<file path="config.mk">
export PLATFORM = sky130hd
export DESIGN_NAME = priority_sorted_slot_list
export DESIGN_NICKNAME = d
export VERILOG_FILES = /design/src/design/pssl_pkg.sv /design/src/design/pssl_ram.sv /design/src/design/pssl_free_find.sv /design/src/design/priority_sorted_slot_list.sv
export SDC_FILE = /design/constraint.sdc
export NUM_CORES = 2
export LEC_CHECK = 0
export BUFFER_PORTS_ARGS = -buffer_cell sky130_fd_sc_hd__buf_2
export CELL_PAD_IN_SITES_DETAIL_PLACEMENT = 1
export CELL_PAD_IN_SITES_GLOBAL_PLACEMENT = 2
export CORE_ASPECT_RATIO = 0.9
export CORE_UTILIZATION = 45
export CTS_BUF_LIST = sky130_fd_sc_hd__clkbuf_8
export CTS_CLUSTER_SIZE = 10
export DETAILED_ROUTE_END_ITERATION = 10
export PLACE_DENSITY = 0.84
export SLEW_MARGIN = 20
export SYNTH_ARGS = -nofsm -noshare
export SYNTH_HDL_FRONTEND = slang
export SYNTH_SLANG_ARGS = --single-unit
</file>
<file path="constraint.sdc">
create_clock -name clock -period 5.6 [get_ports clock]
set_clock_uncertainty 0.1 [all_clocks]
set_input_delay 0.28 -clock clock [delete_from_list [all_inputs] [get_ports clock]]
set_output_delay 0.28 -clock clock [all_outputs]
set_load 0.02 [all_outputs]
</file>
<file path="src/design/pssl_pkg.sv">
`timescale 1ns / 1ps
// ----------------------------------------------------------------------------
// pssl_pkg
// Shared widths, action and status codes and the controller state type of
// the priority sorted slot list.
// ----------------------------------------------------------------------------
package pssl_pkg;

   // field widths of the request and response
   localparam int ACTION_W   = 3;
   localparam int SLOT_ID_W  = 6;
   localparam int PRIO_W     = 16;
   localparam int HANDLE_W   = 16;
   localparam int STATUS_W   = 2;

   // default pool size, slot 0 is the list head
   localparam int SLOT_COUNT_DEF = 64;

   // request actions
   localparam logic [ACTION_W-1:0] ACT_ADD    = 3'd0;
   localparam logic [ACTION_W-1:0] ACT_DELETE = 3'd1;
   localparam logic [ACTION_W-1:0] ACT_GET    = 3'd2;
   localparam logic [ACTION_W-1:0] ACT_CHANGE = 3'd3;
   localparam logic [ACTION_W-1:0] ACT_WALK   = 3'd4;
   localparam logic [ACTION_W-1:0] ACT_CLEAR  = 3'd5;

   // response status
   localparam logic [STATUS_W-1:0] STAT_OK    = 2'd0;
   localparam logic [STATUS_W-1:0] STAT_REJ   = 2'd1;
   localparam logic [STATUS_W-1:0] STAT_EMPTY = 2'd2;

   // controller states
   typedef enum logic [2:0] {
      ST_IDLE,
      ST_DISPATCH,
      ST_ADD_SCAN,
      ST_ADD_LINK,
      ST_ADD_JOIN,
      ST_ACCESS,
      ST_WALK,
      ST_RESULT
   } state_type;

endpackage

</file>
<file path="src/design/pssl_ram.sv">
`timescale 1ns / 1ps
// ----------------------------------------------------------------------------
// pssl_ram
// Generic single write port, single read port memory with registered read
// data. Read data holds while no read is issued.
// ----------------------------------------------------------------------------
module pssl_ram #(
   parameter int WIDTH = 16,
   parameter int DEPTH = 64
) (
   input  logic                     clock,
   input  logic                     wr_en,
   input  logic [$clog2(DEPTH)-1:0] wr_addr,
   input  logic [WIDTH-1:0]         wr_data,
   input  logic                     rd_en,
   input  logic [$clog2(DEPTH)-1:0] rd_addr,
   output logic [WIDTH-1:0]         rd_data
);

   logic [WIDTH-1:0] mem_ff [DEPTH];
   logic [WIDTH-1:0] rd_data_ff;

   // write port
   always_ff @(posedge clock) begin
      if (wr_en) begin
         mem_ff[wr_addr] <= wr_data;
      end
   end

   // registered read port
   always_ff @(posedge clock) begin
      if (rd_en) begin
         rd_data_ff <= mem_ff[rd_addr];
      end
   end

   assign rd_data = rd_data_ff;

endmodule

</file>
<file path="src/design/pssl_free_find.sv">
`timescale 1ns / 1ps
// ----------------------------------------------------------------------------
// pssl_free_find
// Lowest free slot finder. A registered two level tree: first free slot in
// each group of eight, then the first group that has one. A change of the used
// bits reaches the answer through the group registers, then the output registers.
// ----------------------------------------------------------------------------
module pssl_free_find #(
   parameter int SLOT_COUNT = 64
) (
   input  logic                          clock,
   input  logic                          reset,
   input  logic [SLOT_COUNT-1:0]         used,
   output logic                          free_any,
   output logic [$clog2(SLOT_COUNT)-1:0] free_slot
);

   localparam int IDX_W  = $clog2(SLOT_COUNT);
   localparam int GRP    = 8;
   localparam int GROUPS = (SLOT_COUNT + GRP - 1) / GRP;

   logic [GROUPS*GRP-1:0] used_pad;
   logic [GROUPS-1:0]     grp_any_ff, grp_any_in;
   logic [2:0]            grp_idx_ff [GROUPS];
   logic [2:0]            grp_idx_in [GROUPS];
   logic                  free_any_ff, free_any_in;
   logic [IDX_W-1:0]      free_slot_ff, free_slot_in;

   // slots past the pool and the head count as used
   always_comb begin
      used_pad = '1;
      used_pad[SLOT_COUNT-1:0] = used;
      used_pad[0] = 1'b1;
   end

   // first level: lowest free slot inside each group
   always_comb begin
      for (int g = 0; g < GROUPS; g++) begin
         grp_any_in[g] = 1'b0;
         grp_idx_in[g] = 3'd0;
         for (int k = GRP - 1; k >= 0; k--) begin
            if (!used_pad[g*GRP + k]) begin
               grp_any_in[g] = 1'b1;
               grp_idx_in[g] = 3'(k);
            end
         end
      end
   end

   // second level: lowest group holding a free slot
   always_comb begin
      free_any_in  = 1'b0;
      free_slot_in = '0;
      for (int g = GROUPS - 1; g >= 0; g--) begin
         if (grp_any_ff[g]) begin
            free_any_in  = 1'b1;
            free_slot_in = IDX_W'(g*GRP + int'(grp_idx_ff[g]));
         end
      end
   end

   // tree registers, reset to the answer for an empty pool
   always_ff @(posedge clock) begin
      if (reset) begin
         for (int g = 0; g < GROUPS; g++) begin
            grp_any_ff[g] <= 1'b1;
            grp_idx_ff[g] <= (g == 0) ? 3'd1 : 3'd0;
         end
         free_any_ff  <= 1'b1;
         free_slot_ff <= IDX_W'(1);
      end else begin
         for (int g = 0; g < GROUPS; g++) begin
            grp_any_ff[g] <= grp_any_in[g];
            grp_idx_ff[g] <= grp_idx_in[g];
         end
         free_any_ff  <= free_any_in;
         free_slot_ff <= free_slot_in;
      end
   end

   assign free_any  = free_any_ff;
   assign free_slot = free_slot_ff;

endmodule

</file>
<file path="src/design/priority_sorted_slot_list.sv">
`timescale 1ns / 1ps
// ----------------------------------------------------------------------------
// priority_sorted_slot_list
// Pool of task slots kept as a doubly linked list in ascending priority
// order, with slot 0 as list head. Links, priorities and handles live in
// four synchronous memories; used bits and the head link are flip-flops.
// ----------------------------------------------------------------------------
//  channel   direction  handshake             fields
//  req       in         req_valid/req_stall   action, slot_id, priority_req, handle
//  rsp       out        rsp_valid/rsp_stall   status, slot_id_res, handle_res,
//                                             priority_res, last
//
//  one request at a time; get, change and delete pass dispatch, access and result
//  rejects skip to result; add scans the list in a memory read loop, then links
//  and joins the slot; walk emits one listed slot per step, one memory read per step
//  reset clears used bits and head link at once, no clearing pass
//  a stalled response holds; the list is only read ahead once it is taken
// ----------------------------------------------------------------------------
module priority_sorted_slot_list
   import pssl_pkg::*;
#(
   parameter int SLOT_COUNT = SLOT_COUNT_DEF
) (
   input  logic                 clock,
   input  logic                 reset,
   input  logic                 req_valid,
   output logic                 req_stall,
   input  logic [ACTION_W-1:0]  req_action,
   input  logic [SLOT_ID_W-1:0] req_slot_id,
   input  logic [PRIO_W-1:0]    req_priority_req,
   input  logic [HANDLE_W-1:0]  req_handle,
   output logic                 rsp_valid,
   input  logic                 rsp_stall,
   output logic [STATUS_W-1:0]  rsp_status,
   output logic [SLOT_ID_W-1:0] rsp_slot_id_res,
   output logic [HANDLE_W-1:0]  rsp_handle_res,
   output logic [PRIO_W-1:0]    rsp_priority_res,
   output logic                 rsp_last
);

   localparam int IDX_W = $clog2(SLOT_COUNT);
   localparam logic [SLOT_COUNT-1:0] USED_RESET = SLOT_COUNT'(1);
   localparam logic [SLOT_ID_W:0]    SLOT_LIMIT = (SLOT_ID_W+1)'(SLOT_COUNT);

   state_type state_ff, state_in;

   // request copy
   logic [ACTION_W-1:0]  act_ff;
   logic [SLOT_ID_W-1:0] sid_ff;
   logic [PRIO_W-1:0]    prio_ff;
   logic [HANDLE_W-1:0]  hnd_ff;

   // list walking state
   logic [IDX_W-1:0]      slot_ff, slot_in;
   logic [IDX_W-1:0]      p_ff, p_in;
   logic [IDX_W-1:0]      cur_ff, cur_in;
   logic [IDX_W-1:0]      head_next_ff, head_next_in;
   logic [SLOT_COUNT-1:0] used_ff, used_in;

   // pending single response
   logic [STATUS_W-1:0] pend_status_ff, pend_status_in;
   logic [IDX_W-1:0]    pend_slot_ff, pend_slot_in;
   logic [HANDLE_W-1:0] pend_hnd_ff, pend_hnd_in;
   logic [PRIO_W-1:0]   pend_prio_ff, pend_prio_in;

   // response register
   logic                 rsp_valid_ff, rsp_valid_in;
   logic [STATUS_W-1:0]  rsp_status_ff, rsp_status_in;
   logic [SLOT_ID_W-1:0] rsp_slot_ff, rsp_slot_in;
   logic [HANDLE_W-1:0]  rsp_hnd_ff, rsp_hnd_in;
   logic [PRIO_W-1:0]    rsp_prio_ff, rsp_prio_in;
   logic                 rsp_last_ff, rsp_last_in;
   logic                 out_free;
   logic                 out_load;

   // memory ports
   logic                rd_en;
   logic [IDX_W-1:0]    rd_addr;
   logic [IDX_W-1:0]    next_rd, prev_rd;
   logic [PRIO_W-1:0]   prio_rd;
   logic [HANDLE_W-1:0] hnd_rd;
   logic                next_we, prev_we, prio_we, hnd_we;
   logic [IDX_W-1:0]    next_waddr, prev_waddr;
   logic [IDX_W-1:0]    next_wdata, prev_wdata;

   // free slot search
   logic             free_any;
   logic [IDX_W-1:0] free_slot;

   logic             req_accept;
   logic [IDX_W-1:0] sid_idx;
   logic             id_ok;

   assign req_accept = req_valid && !req_stall;
   assign req_stall  = (state_ff != ST_IDLE);
   assign out_free   = !rsp_valid_ff || !rsp_stall;

   // slot id check for delete, get and change
   assign sid_idx = sid_ff[IDX_W-1:0];
   assign id_ok   = (sid_ff != '0) && ({1'b0, sid_ff} < SLOT_LIMIT) && used_ff[sid_idx];

   pssl_free_find #(.SLOT_COUNT(SLOT_COUNT)) u_free_find (
      .clock     (clock),
      .reset     (reset),
      .used      (used_ff),
      .free_any  (free_any),
      .free_slot (free_slot)
   );

   pssl_ram #(.WIDTH(IDX_W), .DEPTH(SLOT_COUNT)) u_next_ram (
      .clock (clock), .wr_en (next_we), .wr_addr (next_waddr), .wr_data (next_wdata),
      .rd_en (rd_en), .rd_addr (rd_addr), .rd_data (next_rd)
   );

   pssl_ram #(.WIDTH(IDX_W), .DEPTH(SLOT_COUNT)) u_prev_ram (
      .clock (clock), .wr_en (prev_we), .wr_addr (prev_waddr), .wr_data (prev_wdata),
      .rd_en (rd_en), .rd_addr (rd_addr), .rd_data (prev_rd)
   );

   pssl_ram #(.WIDTH(PRIO_W), .DEPTH(SLOT_COUNT)) u_prio_ram (
      .clock (clock), .wr_en (prio_we), .wr_addr (slot_ff), .wr_data (prio_ff),
      .rd_en (rd_en), .rd_addr (rd_addr), .rd_data (prio_rd)
   );

   pssl_ram #(.WIDTH(HANDLE_W), .DEPTH(SLOT_COUNT)) u_handle_ram (
      .clock (clock), .wr_en (hnd_we), .wr_addr (slot_ff), .wr_data (hnd_ff),
      .rd_en (rd_en), .rd_addr (rd_addr), .rd_data (hnd_rd)
   );

   // next state, memory accesses and response loading
   always_comb begin
      state_in       = state_ff;
      slot_in        = slot_ff;
      p_in           = p_ff;
      cur_in         = cur_ff;
      head_next_in   = head_next_ff;
      used_in        = used_ff;
      pend_status_in = pend_status_ff;
      pend_slot_in   = pend_slot_ff;
      pend_hnd_in    = pend_hnd_ff;
      pend_prio_in   = pend_prio_ff;
      rd_en          = 1'b0;
      rd_addr        = cur_ff;
      next_we        = 1'b0;
      next_waddr     = slot_ff;
      next_wdata     = cur_ff;
      prev_we        = 1'b0;
      prev_waddr     = slot_ff;
      prev_wdata     = p_ff;
      prio_we        = 1'b0;
      hnd_we         = 1'b0;
      out_load       = 1'b0;
      rsp_status_in  = pend_status_ff;
      rsp_slot_in    = SLOT_ID_W'(pend_slot_ff);
      rsp_hnd_in     = pend_hnd_ff;
      rsp_prio_in    = pend_prio_ff;
      rsp_last_in    = 1'b1;

      case (state_ff)
         ST_IDLE: begin
            if (req_accept) begin
               state_in = ST_DISPATCH;
            end
         end

         ST_DISPATCH: begin
            // default: rejected request
            pend_status_in = STAT_REJ;
            pend_slot_in   = '0;
            pend_hnd_in    = '0;
            pend_prio_in   = '0;
            state_in       = ST_RESULT;
            case (act_ff)
               ACT_ADD: begin
                  if (prio_ff != '0 && free_any) begin
                     slot_in = free_slot;
                     p_in    = '0;
                     cur_in  = head_next_ff;
                     if (head_next_ff == '0) begin
                        state_in = ST_ADD_LINK;
                     end else begin
                        rd_en    = 1'b1;
                        rd_addr  = head_next_ff;
                        state_in = ST_ADD_SCAN;
                     end
                  end
               end
               ACT_DELETE, ACT_GET, ACT_CHANGE: begin
                  if (id_ok) begin
                     slot_in  = sid_idx;
                     rd_en    = 1'b1;
                     rd_addr  = sid_idx;
                     state_in = ST_ACCESS;
                  end
               end
               ACT_WALK: begin
                  if (head_next_ff == '0) begin
                     pend_status_in = STAT_EMPTY;
                  end else begin
                     cur_in   = head_next_ff;
                     rd_en    = 1'b1;
                     rd_addr  = head_next_ff;
                     state_in = ST_WALK;
                  end
               end
               ACT_CLEAR: begin
                  used_in        = USED_RESET;
                  head_next_in   = '0;
                  pend_status_in = STAT_OK;
               end
               default: begin
               end
            endcase
         end

         ST_ADD_SCAN: begin
            // stop before the first entry with a higher priority
            if (prio_rd > prio_ff) begin
               state_in = ST_ADD_LINK;
            end else begin
               p_in   = cur_ff;
               cur_in = next_rd;
               if (next_rd == '0) begin
                  state_in = ST_ADD_LINK;
               end else begin
                  rd_en   = 1'b1;
                  rd_addr = next_rd;
               end
            end
         end

         ST_ADD_LINK: begin
            // fill the new slot, links to its neighbors
            next_we          = 1'b1;
            prev_we          = 1'b1;
            prio_we          = 1'b1;
            hnd_we           = 1'b1;
            used_in[slot_ff] = 1'b1;
            state_in         = ST_ADD_JOIN;
         end

         ST_ADD_JOIN: begin
            // neighbors point at the new slot
            prev_waddr = cur_ff;
            prev_wdata = slot_ff;
            prev_we    = (cur_ff != '0);
            next_waddr = p_ff;
            next_wdata = slot_ff;
            next_we    = (p_ff != '0);
            if (p_ff == '0) begin
               head_next_in = slot_ff;
            end
            pend_status_in = STAT_OK;
            pend_slot_in   = slot_ff;
            pend_hnd_in    = hnd_ff;
            pend_prio_in   = prio_ff;
            state_in       = ST_RESULT;
         end

         ST_ACCESS: begin
            pend_status_in = STAT_OK;
            pend_slot_in   = slot_ff;
            pend_hnd_in    = hnd_rd;
            pend_prio_in   = prio_rd;
            state_in       = ST_RESULT;
            case (act_ff)
               ACT_DELETE: begin
                  // unlink: neighbors point past the slot
                  prev_waddr       = next_rd;
                  prev_wdata       = prev_rd;
                  prev_we          = (next_rd != '0);
                  next_waddr       = prev_rd;
                  next_wdata       = next_rd;
                  next_we          = (prev_rd != '0);
                  if (prev_rd == '0) begin
                     head_next_in = next_rd;
                  end
                  used_in[slot_ff] = 1'b0;
               end
               ACT_CHANGE: begin
                  hnd_we      = 1'b1;
                  pend_hnd_in = hnd_ff;
               end
               default: begin
               end
            endcase
         end

         ST_WALK: begin
            // emit current slot, read ahead the next one
            if (out_free) begin
               out_load      = 1'b1;
               rsp_status_in = STAT_OK;
               rsp_slot_in   = SLOT_ID_W'(cur_ff);
               rsp_hnd_in    = hnd_rd;
               rsp_prio_in   = prio_rd;
               rsp_last_in   = (next_rd == '0);
               if (next_rd == '0) begin
                  state_in = ST_IDLE;
               end else begin
                  cur_in  = next_rd;
                  rd_en   = 1'b1;
                  rd_addr = next_rd;
               end
            end
         end

         ST_RESULT: begin
            if (out_free) begin
               out_load = 1'b1;
               state_in = ST_IDLE;
            end
         end

         default: begin
            state_in = ST_IDLE;
         end
      endcase
   end

   // response register next value
   always_comb begin
      rsp_valid_in = rsp_valid_ff && rsp_stall;
      if (out_load) begin
         rsp_valid_in = 1'b1;
      end
   end

   // control registers
   always_ff @(posedge clock) begin
      if (reset) begin
         state_ff     <= ST_IDLE;
         head_next_ff <= '0;
         used_ff      <= USED_RESET;
         rsp_valid_ff <= 1'b0;
      end else begin
         state_ff     <= state_in;
         head_next_ff <= head_next_in;
         used_ff      <= used_in;
         rsp_valid_ff <= rsp_valid_in;
      end
   end

   // request copy
   always_ff @(posedge clock) begin
      if (req_accept) begin
         act_ff  <= req_action;
         sid_ff  <= req_slot_id;
         prio_ff <= req_priority_req;
         hnd_ff  <= req_handle;
      end
   end

   // working and pending result registers
   always_ff @(posedge clock) begin
      slot_ff        <= slot_in;
      p_ff           <= p_in;
      cur_ff         <= cur_in;
      pend_status_ff <= pend_status_in;
      pend_slot_ff   <= pend_slot_in;
      pend_hnd_ff    <= pend_hnd_in;
      pend_prio_ff   <= pend_prio_in;
   end

   // response payload
   always_ff @(posedge clock) begin
      if (out_load) begin
         rsp_status_ff <= rsp_status_in;
         rsp_slot_ff   <= rsp_slot_in;
         rsp_hnd_ff    <= rsp_hnd_in;
         rsp_prio_ff   <= rsp_prio_in;
         rsp_last_ff   <= rsp_last_in;
      end
   end

   assign rsp_valid        = rsp_valid_ff;
   assign rsp_status       = rsp_status_ff;
   assign rsp_slot_id_res  = rsp_slot_ff;
   assign rsp_handle_res   = rsp_hnd_ff;
   assign rsp_priority_res = rsp_prio_ff;
   assign rsp_last         = rsp_last_ff;

   // the slot taken by add must still be free
   assert property (@(posedge clock) disable iff (reset)
      state_ff == ST_ADD_LINK |-> !used_ff[slot_ff])
      else $error("add links a slot that is already used");

   // the insert scan only visits listed slots
   assert property (@(posedge clock) disable iff (reset)
      state_ff == ST_ADD_SCAN |-> used_ff[cur_ff])
      else $error("insert scan reached a free slot");

   // the walk only emits listed slots
   assert property (@(posedge clock) disable iff (reset)
      state_ff == ST_WALK |-> used_ff[cur_ff])
      else $error("walk reached a free slot");

   // clear leaves an empty list
   assert property (@(posedge clock) disable iff (reset)
      (state_ff == ST_DISPATCH && act_ff == ACT_CLEAR)
      |=> (head_next_ff == '0 && used_ff == USED_RESET))
      else $error("clear did not empty the list");

endmodule
</file>
[Word level (Yosys, flattened, before mapping)]
Memories as Yosys holds them, arrays and structs flattened. A register that Yosys moved wholly into a read port is not among the register bits.
Cells that the tools add are included.
Word-level totals
  flip-flop bits (word level): 229
  bits in writable memories: 2840
  input bits: 45
  output and inout port bits: 43
  memories: 5
Memories
  u_handle_ram.mem_ff: words 64, bits a word 16, rd ports 1, clocked after memory_dff 1, write ports 1, line pssl_ram.sv:20  | logic [WIDTH-1:0] mem_ff [DEPTH];
  u_prio_ram.mem_ff: words 64, bits a word 16, rd ports 1, clocked after memory_dff 1, write ports 1, line pssl_ram.sv:20
  u_next_ram.mem_ff: words 64, bits a word 6, rd ports 1, clocked after memory_dff 1, write ports 1, line pssl_ram.sv:20
  u_prev_ram.mem_ff: words 64, bits a word 6, rd ports 1, clocked after memory_dff 1, write ports 1, line pssl_ram.sv:20
  u_free_find.grp_idx_ff: words 8, bits a word 3, rd ports 8, clocked after memory_dff 0, write ports 8, line pssl_free_find.sv:24  | logic [2:0] grp_idx_ff [GROUPS];
Operators by class
  $add $sub $neg: 7
  $lt $le $gt $ge: 4
  eq/ne operators: 28
  multiplexer cells: 183
  bitwise logic cells: 66
  reductions and logical operators: 48
Operators with widths (count)
  $mux 3: 79
  $pmux 64 s3: 1
  $mux 6: 30
  $mux 64: 2
  $pmux 16 s3: 2
  $pmux 6 s2: 8
  $mux 16: 5
  $pmux 6 s3: 4
  $and 64x64->64: 1
  $not 64->64: 1
  $or 64x64->64: 1
  $reduce_or 8->1: 8
  $not 1->1: 55
  $mux 1: 37
  $reduce_bool 6->1: 5
  $add 6x3->6 const A: 4
  $logic_not 6->1: 4
  $ne 2x2->1 const B: 11
  $pmux 3 s7: 1
  $eq 3x3->1 const B: 6
  $gt 16x16->1: 1
  $reduce_bool 16->1: 1
  $lt 6x7->1 const B: 2
  $add 5x3->6 const A: 2
  other kinds (28): 65

[Longest topological paths before layout]
An unclocked memory read counts as a cell.
  word-level depth: 10
  mapped depth: 20
  mapped depth without buffers: 14

[Modules after synthesis]
Synthesis repeated with hierarchy kept, for this count alone.
Second synthesis, totals
  cells, all modules: 6443
  area, all modules: 123818.8 µm²
By module, submodules not included
  pssl_ram (u_prio_ram): instances 1, cells each 1829, area an instance 40202.3 µm², seq. area each 31230.0 µm²
  pssl_ram (u_handle_ram): instances 1, cells each 1820, area an instance 40138.5 µm², seq. area each 31230.0 µm²
  pssl_ram (u_next_ram ...): instances 2, cells each 720, area an instance 15285.9 µm², seq. area each 11711.2 µm²
  priority_sorted_slot_list: instances 1, cells each 1143, area an instance 11225.8 µm², seq. area each 5685.5 µm²
  pssl_free_find: instances 1, cells each 211, area an instance 1680.4 µm², seq. area each 780.7 µm²

[Least setup slack after synthesis]
Ideal clock, no wire load.
  kind: register -> register
  from: register prio_ff[7]
  to: register u_prio_ram.rd_data_ff[2] (netlist: u_prio_ram.rd_data[2]) (read register of u_prio_ram.mem_ff) (data pin)
  library setup time: 0.261 ns
  arrival: 4.458 ns
  data required time: 5.239 ns
  slack: 0.782 ns
  stages on the path, launching flop included: 17
  path through: edfxtp_1 > inv_1 > ha_1 > a211o_1 > o31ai_1 > a21oi_1 > and2_1 > o21a_1 > nand2_1 > buf_2 > buf_2 > buf_2 > buf_1 > nand3_1 > a311oi_1 > o32ai_1 > o311a_1
Between the ends
  longest elaborated chain between the ends: 5
Ends and longest elaborated chain
  start: declaration: line priority_sorted_slot_list.sv:50  | logic [PRIO_W-1:0] prio_ff;
  start signal: assignment: line priority_sorted_slot_list.sv:349  | prio_ff <= req_priority_req;
  parallel branches: the longest is 5 deep, another holds $gt 16x16->1
  end: declaration: line pssl_ram.sv:21  | logic [WIDTH-1:0] rd_data_ff;
Parallel ways; which one is timed is not known.
A chain may end at the register's enable or synchronous reset.

[Worst setup path in the final report]
  from: register u_prio_ram.rd_data_ff[9] (netlist: u_prio_ram.rd_data[9]) (read register of u_prio_ram.mem_ff)
  to: register u_prio_ram.rd_data_ff[7] (netlist: u_prio_ram.rd_data[7]) (read register of u_prio_ram.mem_ff) (data pin)
Between the ends
  longest elaborated chain between the ends: 3
Ends and longest elaborated chain
  $gt 16x16->1 *: line priority_sorted_slot_list.sv:218  | if (prio_rd > prio_ff) begin
  $mux 6 or $mux 1 (tied branches): line priority_sorted_slot_list.sv:218
  $pmux 6 s3 or $pmux 1 s3 (tied branches): line priority_sorted_slot_list.sv:159  | case (state_ff)
Mark *: on every way between the ends. The rest lies on a longest branch, timed or not.

==> qor.txt <==
DP HPWL: 287 mm
Die ar.: 284000 sq um
R2R Setup Slk: 0.05 ns
CORE AREA: 280000 sq um
Total track usage: 31.8%
DR vias: 89400
Worst setup margin: 0.0491 ns
FF-to-FF Start: u_prio_ram.rd_data[9]
Clock Tree Root: clkbuf_8
Drc violations: 0
Slew margin rel.: 17.1%
Cells after Synth: 9174
Die Width: 562 um
Worst-Skew Late Latency: 1.11 ns
Dpl cells: 13000
Worst setup SP type: flip-flop
Largest net degree at the start of global routing: 89
Reg-to-Reg End: u_prio_ram.rd_data[7]
Area Overhead vs Synth: 14.6%
Max-cap violations: 0
Worst-path clk slew: 0.07 ns
Fmax: 180 MHz
Drt first-iter violations: 12400
Post-synthesis net count: 9235
RSZ-0062 raised after global routing: no
Number of synthesized flops with an enable pin: 3000
Initial antenna violation count: 23
Netlist area before placement: 127000 sq um
Post-layout minimum cycle time: 5.55 ns
VDD IR-drop max: 748 uV
Clk buf depth: 4
Clock H-tree levels: 5
Post-Layout Cell Count: 13900
First-pass GRT wire length: 653 mm
R2R depth: 18
Final period util: 99.1%
Total wire length: 462 mm
Post-synth top area cell: edfxtp_1
Worst Setup End Kind: flip-flop
GR Overflow Total: 0
Initial core utilization: 45.3%
Final Hold Violating Endpoints: 0
Max Slew Vio Count: 0
Vias in the first global route: 90800
Area post-placement: 136000 sq um
Total clock sinks: 3112
Dpl ws: -0.233 ns
Drt wl/cell: 33.2 um
Synth warn: 0
Router iterations before antenna repair: 6
Worst Hold Class: in -> reg
Port Buf Inserts: 87
Power density over the cells: 656 nW/um^2
Distinct cells, synth: 91
Crit Path Max Fanout: 88
CP arrival: 6.34 ns
P_leak: 0.0504 uW
Share of flip-flops with an asynchronous set or reset: 0%
Core Util, Final: 51.9%
Worst slew pin tran: 1.24 ns
Flops & latches, synth: 3112
CTS tree: built
Area share of the largest cell type after synthesis: 71.0%
Seq/Total Area, Yosys: 72.8%
Num CTS Buffers: 480
Row cnt: 184
I/O pins: 88
Crit path required time: 6.39 ns
Share of cells above drive strength 1: 15.8%
ANT nets after route: 0
Synth Flop Type: edfxtp_1
Nets: 9887
Syn Area/Cell: 13.8 sq um
DR vias/cell: 6.42
Worst setup path class: reg -> reg
Die Ht: 506 um
Endpoints failing setup: 0
Setup crit end: u_prio_ram.rd_data[7]
Worst Setup SP: u_prio_ram.rd_data[9]
Synth area leaders: edfxtp_1 (71%), nand2_1 (4.7%), mux2i_1 (3.4%), dfxtp_1 (1.8%), a21oi_1 (1.6%)
Run status: complete, no violations
Placer Congestion: 0.946
Design area: 145000 sq um
==> timing repair <==
action | CTS | global route
resized for setup | 8 | 10
endpoints found under the setup margin | 18 | 15
cloned | 1 | 0
hold endpoints to repair | 92 | 0
pin swaps | 1 | 0
buffers inserted | 3 | 3
hold buffers | 85 | 0
==> cell usage after synthesis (all sizes together), types with 163 or more instances <==
cell type     n
buf         328
and3        288
edfxtp     3000
clkbuf      333
nand3       299
nand2      1589
o21ai       215
o22ai       163
mux2i       434
nor2        473
a21oi       416
a211oi      263
==> critical path, stage by stage (launching register included) <==
cell and delay [ns]:
edfxtp_1 0.62, ha_1 0.42, nand4_1 0.14, a211oi_1 0.28, o31ai_1 0.13, buf_4 0.17, a21oi_2 0.31, buf_4 0.23
nor2_1 0.09, a21oi_4 0.43, buf_4 0.21, buf_12 0.44, and3_1 0.24, a211oi_1 0.07, a311oi_1 0.32, o31ai_1 0.11
buf_4 0.14, o211ai_1 0.46, o311a_1 0.38
==> metal layers <==
metal  vias up  wire length (um)  track usage (%)
met1     46000            176000             42.2
met3      1179             47900             6.45
li1      36600                 -                -
met4        18             25900             16.0
met2      5641            212000             49.9
met5         -               144                0
==> stage by stage <==
step	hold slack [ns]	total power (uW)	setup TNS (ns)
3_3_place_gp	0.333	74800	-2.16
2_1_floorplan	0.279	54200	0
3_5_place_dp	0.345	76300	-1.52
6_report	0.0951	95400	0
4_1_cts	0.0171	94300	0
5_1_grt	0.0715	97900	0
==> cells by family after synthesis <==
family / after synthesis / share of synthesized area [%]
buf+inv: 761 / 2.66
mux: 556 / 4.58
compound gates: 1835 / 9.92
simple gates: 2893 / 9.92
xor+xnor: 1 / 0.00690
flops: 3112 / 72.8
fa+ha+maj: 16 / 0.158
==> state kept, by name (all words and copies together), names as in the netlist, 8 cells and up <==
register	flops
u_prev_ram.mem_ff	384
used_ff	63
u_handle_ram.mem_ff	1024
u_prio_ram.rd_data	16
rsp_priority_res	16
hnd_ff	16
u_free_find.grp_idx_ff	24
pend_prio_ff	16
rsp_handle_res	16
u_prio_ram.mem_ff	1024
pend_hnd_ff	16
u_handle_ram.rd_data	16
u_free_find.grp_any_ff	8
prio_ff	16
u_next_ram.mem_ff	384
==> worst min-delay path by stage <==
stage                                       from                  endpoint  slack [ns]  depth (start not counted)
global route                      req_slot_id[1]                 sid_ff[1]        0.07                          2
global placement    u_free_find.grp_idx_ff[0][0]  u_free_find.free_slot[0]        0.33                          1
finish                            req_slot_id[0]                 sid_ff[0]         0.1                          2
floorplan                          req_action[0]                 act_ff[0]        0.28                          0
CTS                               req_slot_id[0]                 sid_ff[0]        0.02                          2
detailed placement  u_free_find.grp_idx_ff[0][0]  u_free_find.free_slot[0]        0.34                          1
==> cell usage in the layout, fill, tap and decap left out, drive strengths merged, types with 14 or more instances in the layout <==
cell / synthesis / routed
buf: 328 / 745
o22ai: 163 / 163
and3: 288 / 288
a31oi: 156 / 156
clkinv: 0 / 188
nor2: 473 / 474
o211ai: 22 / 22
inv: 100 / 261
edfxtp: 3000 / 3000
a21oi: 416 / 416
a211oi: 263 / 263
o32ai: 17 / 17
a211o: 23 / 23
clkbuf: 333 / 493
a311oi: 134 / 134
nand2: 1589 / 1589
nor3: 68 / 68
dfxtp: 112 / 112
a221oi: 46 / 46
nor4: 30 / 30
nand3b: 15 / 15
mux2i: 434 / 434
nand3: 299 / 299
o221ai: 109 / 109
and2: 18 / 18
o21ai: 215 / 215
diode: 0 / 14
ha: 16 / 16
mux2: 114 / 114
dlygate4sd3: 0 / 85
nand4: 36 / 36
nand2b: 18 / 18
a22oi: 36 / 36
a32oi: 61 / 61
o31ai: 16 / 16
==> report_power, final <==
group          total [uW]  internal, uW  switching (uW)
sequential          28800         28200             679
combinational       48800         15600           33100
clock               17800          8550            9250
==> cell type report <==
class                   instances  area [sq um]
inverters                     100           375
clock buffers                 493          6790
well taps                    3720          4650
clock inverters               361          1850
fillers                     27700        135000
repair buffers                830          7460
flip-flops and latches       3112         92300
diodes                         14          35.0
multi-input cells            5302         31900
(Power assumes the default switching activity.)
